## config.mk

```make
export PLATFORM = sky130hd
export DESIGN_NAME = ism_eval
export DESIGN_NICKNAME = d
export VERILOG_FILES = /design/src/hw/rtl/ism_pkg.sv /design/src/hw/rtl/ism_eval.sv
export SDC_FILE = /design/constraint.sdc
export NUM_CORES = 1
export LEC_CHECK = 0
export BUFFER_PORTS_ARGS = -buffer_cell sky130_fd_sc_hd__clkbuf_2
export CORE_ASPECT_RATIO = 0.9
export CORE_MARGIN = 2
export CORE_UTILIZATION = 30
export DETAILED_ROUTE_END_ITERATION = 8
export GPL_ROUTABILITY_DRIVEN = 0
export PLACE_DENSITY = 0.76
export SLEW_MARGIN = 20
export SYNTH_ARGS = -nofsm -noshare
export SYNTH_HDL_FRONTEND = slang
export SYNTH_SLANG_ARGS = --single-unit
```

## constraint.sdc

```tcl
create_clock -name vclk -period 3.65
set_input_delay 1.095 -clock vclk [all_inputs]
set_output_delay 1.095 -clock vclk [all_outputs]
set_load 0.03 [all_outputs]
```

## src/hw/rtl/ism_pkg.sv

```systemverilog
// ----------------------------------------------------------------------------
// ism_pkg: shared definitions of the interval subscription matcher
// Sizes, command codes, sequencer states and the walk control group.
// ----------------------------------------------------------------------------
package ism_pkg;

    localparam int SUBS        = 1024;
    localparam int ATTRIBUTES  = 16;
    localparam int SUB_W       = $clog2(SUBS);
    localparam int ATT_W       = 4;
    localparam int VAL_W       = 20;
    localparam int CNT_W       = 11;
    localparam int ROW_W       = ATTRIBUTES + 1;
    localparam int BND_W       = 2 * VAL_W;
    localparam int STORE_DEPTH = SUBS * ATTRIBUTES;
    localparam int IN_DATA_W   = 80;
    localparam int OUT_DATA_W  = 16;

    localparam logic CMD_INSERT = 1'b0;
    localparam logic CMD_EVENT  = 1'b1;

    typedef enum logic [2:0] {
        ST_CLEAR,
        ST_IDLE,
        ST_INS_READ,
        ST_INS_WRITE,
        ST_WALK,
        ST_FINISH
    } state_t;

    typedef struct packed {
        logic                  final_walk;
        logic [ATT_W-1:0]      att;
        logic [ATTRIBUTES-1:0] seen;
    } walk_ctrl_t;

endpackage

```

## src/hw/rtl/ism_eval.sv

```systemverilog
// ----------------------------------------------------------------------------
// ism_eval: per-subscription verdict of one table walk step
// Compares the stored interval with the event value and folds in the
// attributes that the finished event never named.
// ----------------------------------------------------------------------------
module ism_eval
    import ism_pkg::*;
(
    input  walk_ctrl_t       ctrl,
    input  logic [ROW_W-1:0] row,
    input  logic [BND_W-1:0] bounds,
    input  logic [VAL_W-1:0] value,
    output logic [ROW_W-1:0] new_row,
    output logic             unmatched
);

    logic [ATTRIBUTES-1:0] present;
    logic [VAL_W-1:0]      low;
    logic [VAL_W-1:0]      high;
    logic                  excluded;
    logic                  missing;

    always_comb
    begin
        present   = row[ATTRIBUTES-1:0];
        low       = bounds[VAL_W-1:0];
        high      = bounds[BND_W-1:VAL_W];
        excluded  = present[ctrl.att] && ((low > value) || (high < value));
        missing   = ctrl.final_walk && (|(present & ~ctrl.seen));
        unmatched = row[ATTRIBUTES] | excluded | missing;
        new_row   = {(ctrl.final_walk ? 1'b0 : unmatched), present};
    end

endmodule

```

==> metrics.csv <==
metric,value,unit
grt_pass1_wl,6580,um
power_density,120,mW/mm2
drc,0,
slowest_stage,or3_4,
start_kind,input pin,
slew_viol_final,0,
fin_nets,435,
setup.worst_path.end_class,output pin,
synth.most_common_cell,inv_1,
seq_area,0,um2
cts_hold_buffers,0,
clkbuf_count,0,
cp_top_family,compound AO/OA/AOI/OAI gates,
die_area,0.00506,mm2
hpwlAfterDp,3700,um
setup_ws,-0.268,ns
wl,4400,um
nFillCells,409,
dpl_worst_slack,-0.363,ns
drtIter0Drc,20,
synthCells,174,
worstPathCellList,"clkbuf_2, inv_2, ha_4, nand2_2, or3_4, o221ai_2, a31oi_2, a221oi_2, a211oi_4, clkbuf_8",
die_width,74.7,um
cp_data_arrival_time,2.82,ns
yosysSeqAreaShare,0,%
crit_buf_inv,3,
setup_viol,2,
critPathRequiredTime,2.55,ns
route.met2.wl,2410,um
avgSynthCellArea,7.77,um2
nFlopsAndLatches,0,
vias,1719,
path_class,in2out,
io_buffers,116,
dr.pass1.iters,4,
layout-drive-gt1-share,62.8,%
viasPerCell,4.80,
drv_cap,0,
p_leak,1.33,nW
post-synth-top-area-fraction,36.1,%
ir_drop,0.0732,mV
status,"finished, violations left",
ioPinCount,116,
wl_met1,1630,um
fp.dieH,67.7,um
finalCritPeriodShare,107,%
antenna_found_initial,0,
rows,23,
grt_usage,16.2,%
wl_per_cell,12.3,um
failed_checks,negative setup slack,
cp_max_fo,2,
netlist_area,0.00135,mm2
mappedNetlistNets,311,
whs_path_depth,2,
holdWs,2.46,ns
max_freq,255,MHz
hp-class,in2out,
initial_core_util,30.7,%
yosys_warnings,0,
synth_area_leaders,"ha_1, inv_1, buf_4",
synthToLayoutAreaGrowth,79.5,%
synth_area_leader_cell,ha_1,
rsz0062_at_grt,yes,
grt_pass1_vias,1718,
ys_types,32,
period_needed,3.92,ns
tightest_slew,0.291,ns
finalHoldViolations,0,
routed.top_layer,met4,
holdCritStartpoint,row[0],
core,0.00440,mm2
wl_met3,307,um
synth_commonest_cells,"inv_1, ha_1, buf_4, a21oi_1, nand2_1",
slew_headroom,80.4,%
ant_nets,0,
cpPeakStageDelay,0.36,ns
hold_end,new_row[0],
gr-total-overflow,0,
grt_max_degree,5,
n_antenna_cell,0,
routing by layer:
layer | global-route usage (%) | up-vias
met5 | 0 | -
met4 | 4.02 | 0
met3 | 1.64 | 6
met2 | 33.8 | 82
met1 | 16.7 | 766
li1 | - | 865
repair_timing:
| item | CTS | global route |
|---|---|---|
| cloned | 0 | 0 |
| setup endpoints to repair | 2 | 2 |
| gates resized for setup | 26 | 25 |
| pin swaps | 23 | 14 |
| buffers inserted | 1 | 4 |
through the flow:
step | total power [mW] | cells | setup TNS [ns] | instance area, um2 | utilization, %
detailed placement | 0.237 | 353 | -0.653 | 2050 | 46.6
floorplan | 0.140 | 174 | 0 | 1390 | -
CTS | 0.268 | 354 | -0.599 | 2260 | 51.4
finish | 0.290 | 358 | -0.424 | 2430 | 55.1
global route | 0.323 | 358 | -0.668 | 2430 | 55.1
global placement | 0.232 | 353 | -0.596 | 2050 | 46.6
cells by family after synthesis:
| kind of cell | after synthesis | synth area share (%) |
|---|---|---|
| AND/OR/NAND/NOR | 29 | 12.2 |
| multiplexers | 6 | 9.35 |
| adder cells (fa/ha/maj) | 39 | 36.1 |
| buffers and inverters | 56 | 20.0 |
| AO/OA/AOI/OAI | 44 | 22.3 |
placed cells by master (no fill, tap or decap), types with 2 or more instances in the layout:
master / n
buf_6: 6
o21ai_2: 2
buf_4: 22
ha_1: 20
nand2_1: 10
clkbuf_2: 109
nor2_1: 2
a221oi_2: 2
ha_4: 19
o21ai_0: 3
nor3_2: 2
and4_1: 2
a21o_1: 4
o22ai_1: 4
inv_2: 10
inv_1: 29
mux4_1: 4
nor2b_1: 2
nand4_1: 6
a21oi_1: 12
o221ai_2: 2
a221oi_1: 4
a31oi_2: 2
a21oi_2: 2
cell type report:
class,instances,area (um2),area share [%]
inverters,40,153,6.29
multi-input cells,118,1400,57.9
well taps,62,77.6,3.20
repair buffers,138,792,32.6
worst max-delay path by stage:
stage | startpoint | end | cells after the start
3_5_place_dp | value[13] | new_row[16] | 10
5_1_grt | value[17] | new_row[16] | 10
4_1_cts | value[6] | new_row[16] | 10
2_1_floorplan | value[13] | new_row[16] | 8
3_3_place_gp | value[17] | new_row[16] | 10
6_report | value[7] | new_row[16] | 10
report_power, final:
| group | leakage, nW | switching [mW] | internal, mW | total, mW |
|---|---|---|---|---|
| Clock | 0 | 0 | 0 | 0 |
| Sequential | 0 | 0 | 0 | 0 |
| Combinational | 1.33 | 0.141 | 0.149 | 0.290 |
| Total | 1.33 | 0.141 | 0.149 | 0.290 |
Note: power is estimated with default switching activity, not from simulation.
