==> src/hw/rtl/ism_ram.sv <==
// ----------------------------------------------------------------------------
// ism_ram: generic simple dual-port RAM
// One write port and one read port with registered read data.
// ----------------------------------------------------------------------------
module ism_ram #(
    parameter int WIDTH = 8,
    parameter int DEPTH = 16
) (
    input  logic                     clk,
    input  logic                     we,
    input  logic [$clog2(DEPTH)-1:0] waddr,
    input  logic [WIDTH-1:0]         wdata,
    input  logic [$clog2(DEPTH)-1:0] raddr,
    output logic [WIDTH-1:0]         rdata
);

    logic [WIDTH-1:0] mem [DEPTH];
    logic [WIDTH-1:0] rdata_reg;

    always_ff @(posedge clk)
    begin
        if (we)
        begin
            mem[waddr] <= wdata;
        end
        rdata_reg <= mem[raddr];
    end

    assign rdata = rdata_reg;

endmodule

==> config.mk <==
export PLATFORM = sky130hd
export DESIGN_NAME = ism_ram
export DESIGN_NICKNAME = d
export VERILOG_FILES = /design/src/hw/rtl/ism_ram.sv
export SDC_FILE = /design/constraint.sdc
export NUM_CORES = 1
export LEC_CHECK = 0
export BUFFER_PORTS_ARGS = -buffer_cell sky130_fd_sc_hd__buf_4
export CORE_ASPECT_RATIO = 1.25
export CORE_MARGIN = 10
export CORE_UTILIZATION = 31
export DETAILED_ROUTE_END_ITERATION = 10
export PLACE_DENSITY = 0.47
export SLEW_MARGIN = 20
export SYNTH_ARGS = -nofsm -noshare
export SYNTH_HDL_FRONTEND = slang
export SYNTH_SLANG_ARGS = --single-unit
==> constraint.sdc <==
create_clock -name clk -period 2.2 [get_ports clk]
set_input_delay 0 -clock clk [delete_from_list [all_inputs] [get_ports clk]]
set_output_delay 0 -clock clk [all_outputs]
set_load 0.01 [all_outputs]
==> flow_summary.toml <==
[final_layout]
finalNonFillerCells = 521
number_of_nets_in_the_layout = 310
antenna_cells = 0
post-route-util_pct = 38.5
fraction_of_final_layout_cells_sized_beyond_drive_strength_1_pct = 27.5
fillerInstances = 1503
area_growth_syn_to_layout_pct = 21.6
area_used_by_multi_input_combinational_logic_um2 = 1060
final-seq-area_um2 = 4000
number_of_flip_flops_in_the_largest_register = 128

[pwr]
p_leak_nw = 2.10
total_power_w = 0.00559
powerDensity_nw_per_um2 = 893
max-vdd-ir-drop_v = 0.000330

[status]
run_status = "finished clean"

[setup_path]
cell_by_cell_trace_of_the_critical_path = "mux4_2 -> a22oi_1 -> nand2_1"
cp_slowest_cell = "mux4_2"
crit_type = "flip-flop to flip-flop"
regToRegStartpoint = "mem[6][4]"
r2r-end = "rdata[4]"
setup.worst_path.start_class = "flip-flop"
cp_num_buf_inv = 0
critical_path_data_arrival_time_ns = 1.66
rrSetupSlack_ns = 0.83
critical_path.endpoint_type = "flip-flop"
worst-endpoint-required_ns = 2.49
timing.reg2reg.worst_path_depth = 3
worst-path-max-fanout = 1
critPathMaxStageDelay_ns = 0.50
critical_path.top_delay_family = "multiplexers"

[grt]
grt_first_pass_wirelength_um = 17000
grt-ovfl-total = 0
grtUsageTotal_pct = 10.8
pin_count_of_the_biggest_net_entering_global_routing = 33
grt_pass1_vias = 2610
antenna_found_initial = 0

[hold_path]
min_path_type = "primary input to flip-flop"
holdPathStages = 2
worstHoldEndpoint = "mem[4][0]"
startpoint_of_the_worst_hold_path = "waddr[1]"

[logic_synthesis]
synth-warning-count = 0
post_synthesis_sequential_element_count = 136
syn_area_per_cell_um2 = 22.5
mappedNetlistNets = 247
synth_top_cells_by_area = "edfxtp_1 75%, mux4_2 7.9%, mux4_1 7.1%"
synth-seq-area-share_pct = 77.8
post-synth-top-area-cell = "edfxtp_1"
postSynthCellCount = 229
mappedNetlistArea_um2 = 5150
netlist.area_leader.share_pct = 74.7
post_synth_num_cell_types = 19

[place]
place_ws_ns = 0.646
port-buffer-count = 25
place.detailed.hpwl_um = 7080
dp.cells = 480
place_congestion = 0.693

[timing]
fin_tns_setup_ns = 0
final_clock_skew_ns = 0.0156
post-route-worst-setup-slack_ns = 0.830
max_freq_ghz = 0.730
final_count_of_pins_violating_max_slew = 0
maxSlewHeadroom_pct = 59.7
worst-slew-pin-transition_ns = 0.600
period_share_pct = 62.3
rsz0062_at_grt = "no"
finalHoldViolations = 0
finalSetupViolCount = 0
layout_min_cycle_time_ns = 1.37

[die]
die_width_um = 135
floorplan.die_area_um2 = 22200
design.portCount = 26
start_util_pct = 31.6
core_um2 = 16300
placement_rows = 52
die_y_um = 164

[clocking]
cts_repair_resize_count = 0
clk_path_buf_depth = 2
tritoncts = "built"
numClockSinks = 136
h-tree-depth = 4
clkLatencyLatePin_ns = 0.42
clock-root-buffer = "clkbuf_16"
worst_setup_hold_path_clk_slew_ns = 0.05
numCtsBuffers = 17

[detailed_routing]
via_count = 2440
avgViaCountPerCell = 4.68
totalWireLength_um = 11200
first_iter_violations = 236
route.detailed.drc = 0
drt-wirelength-per-cell_um = 21.5
detailedRoute.firstPassIterationCount = 4
final_antenna_net_count = 0

[run]
maxCapViolCount = 0
[per-stage QoR]
step	cell area, µm²	hold WS [ns]
after CTS	6260	0.00420
after global routing	6260	0.0170
final	6260	0.00318
after detailed placement	5680	0.327
after global placement	5680	0.309
after floorplan	5150	0.0989
[synthesized netlist by cell type]
| library cell | number |
|---|---|
| a22oi_1 | 16 |
| and2_1 | 1 |
| and2b_1 | 1 |
| buf_2 | 3 |
| buf_4 | 1 |
| buf_6 | 3 |
| clkdlybuf4s25_2 | 3 |
| dfxtp_1 | 8 |
| edfxtp_1 | 128 |
| mux4_1 | 14 |
| mux4_2 | 18 |
| nand2_1 | 9 |
| nand2b_1 | 2 |
| nand3_1 | 1 |
| nand3b_1 | 2 |
| nor2_1 | 13 |
| nor2b_1 | 1 |
| nor3_1 | 4 |
| or3b_2 | 1 |
[kinds of logic after synthesis]
logic type | count (synthesis) | synth area share, %
flops | 136 | 77.8
mux | 32 | 15.0
simple gates | 35 | 3.18
buf+inv | 10 | 1.68
compound gates | 16 | 2.33
[timing repair]
item | CTS | global route
hold endpoints to repair | 131 | 0
buffers inserted | 0 | 0
hold buffers | 9 | 0
[cells in the final DEF, fill, tap and decap left out]
| cell | synthesis | layout |
|---|---|---|
| and2_1 | 1 | 1 |
| nand2b_1 | 2 | 2 |
| clkbuf_16 | 0 | 17 |
| and2b_1 | 1 | 1 |
| nand2_1 | 9 | 9 |
| dfxtp_1 | 8 | 8 |
| dlygate4sd3_1 | 0 | 9 |
| clkinv_1 | 0 | 3 |
| nor2b_1 | 1 | 1 |
| mux4_2 | 18 | 18 |
| mux4_1 | 14 | 14 |
| clkbuf_1 | 0 | 9 |
| a22oi_1 | 16 | 16 |
| buf_4 | 1 | 44 |
| nand3_1 | 1 | 1 |
| edfxtp_1 | 128 | 128 |
| or3b_2 | 1 | 1 |
| nor2_1 | 13 | 13 |
| nand3b_1 | 2 | 2 |
| clkinv_2 | 0 | 3 |
| buf_12 | 0 | 1 |
| nor3_1 | 4 | 4 |
[per-layer routing]
layer / track usage [%] / up-vias / share of wire [%]
met4: 5.29 / 0 / 1.4
met5: 0 / - / 0
met1: 14.6 / 1260 / 48
li1: - / 1098 / -
met2: 15.4 / 71 / 45
met3: 3.21 / 11 / 5.3
[where the power goes]
group	leakage [nW]	internal [W]	switching (W)	total (W)
sequential	1.22	0.00290	0.0000175	0.00292
clock	0.237	0.00142	0.000945	0.00236
combinational	0.639	0.000144	0.000166	0.000310
total	2.10	0.00446	0.00113	0.00559
[how the worst max path moves through the flow]
stage	startpoint	end	slack, ns	cells past startpoint
floorplan	waddr[2]	mem[0][0]	0.71	2
global placement	raddr[0]	rdata[3]	0.65	5
detailed placement	raddr[0]	rdata[3]	0.65	5
CTS	waddr[0]	mem[4][5]	0.81	4
global route	mem[0][5]	rdata[5]	0.76	3
finish	mem[6][4]	rdata[4]	0.83	3
[final cells by class]
cell class	count	area share [%]
clock buffer	26	7.34
clock inverter	6	0.420
multi-input combinational	83	16.9
sequential	136	64.0
tap	216	4.32
timing repair buffer	54	7.04
Note: power is estimated with default switching activity, not from simulation.
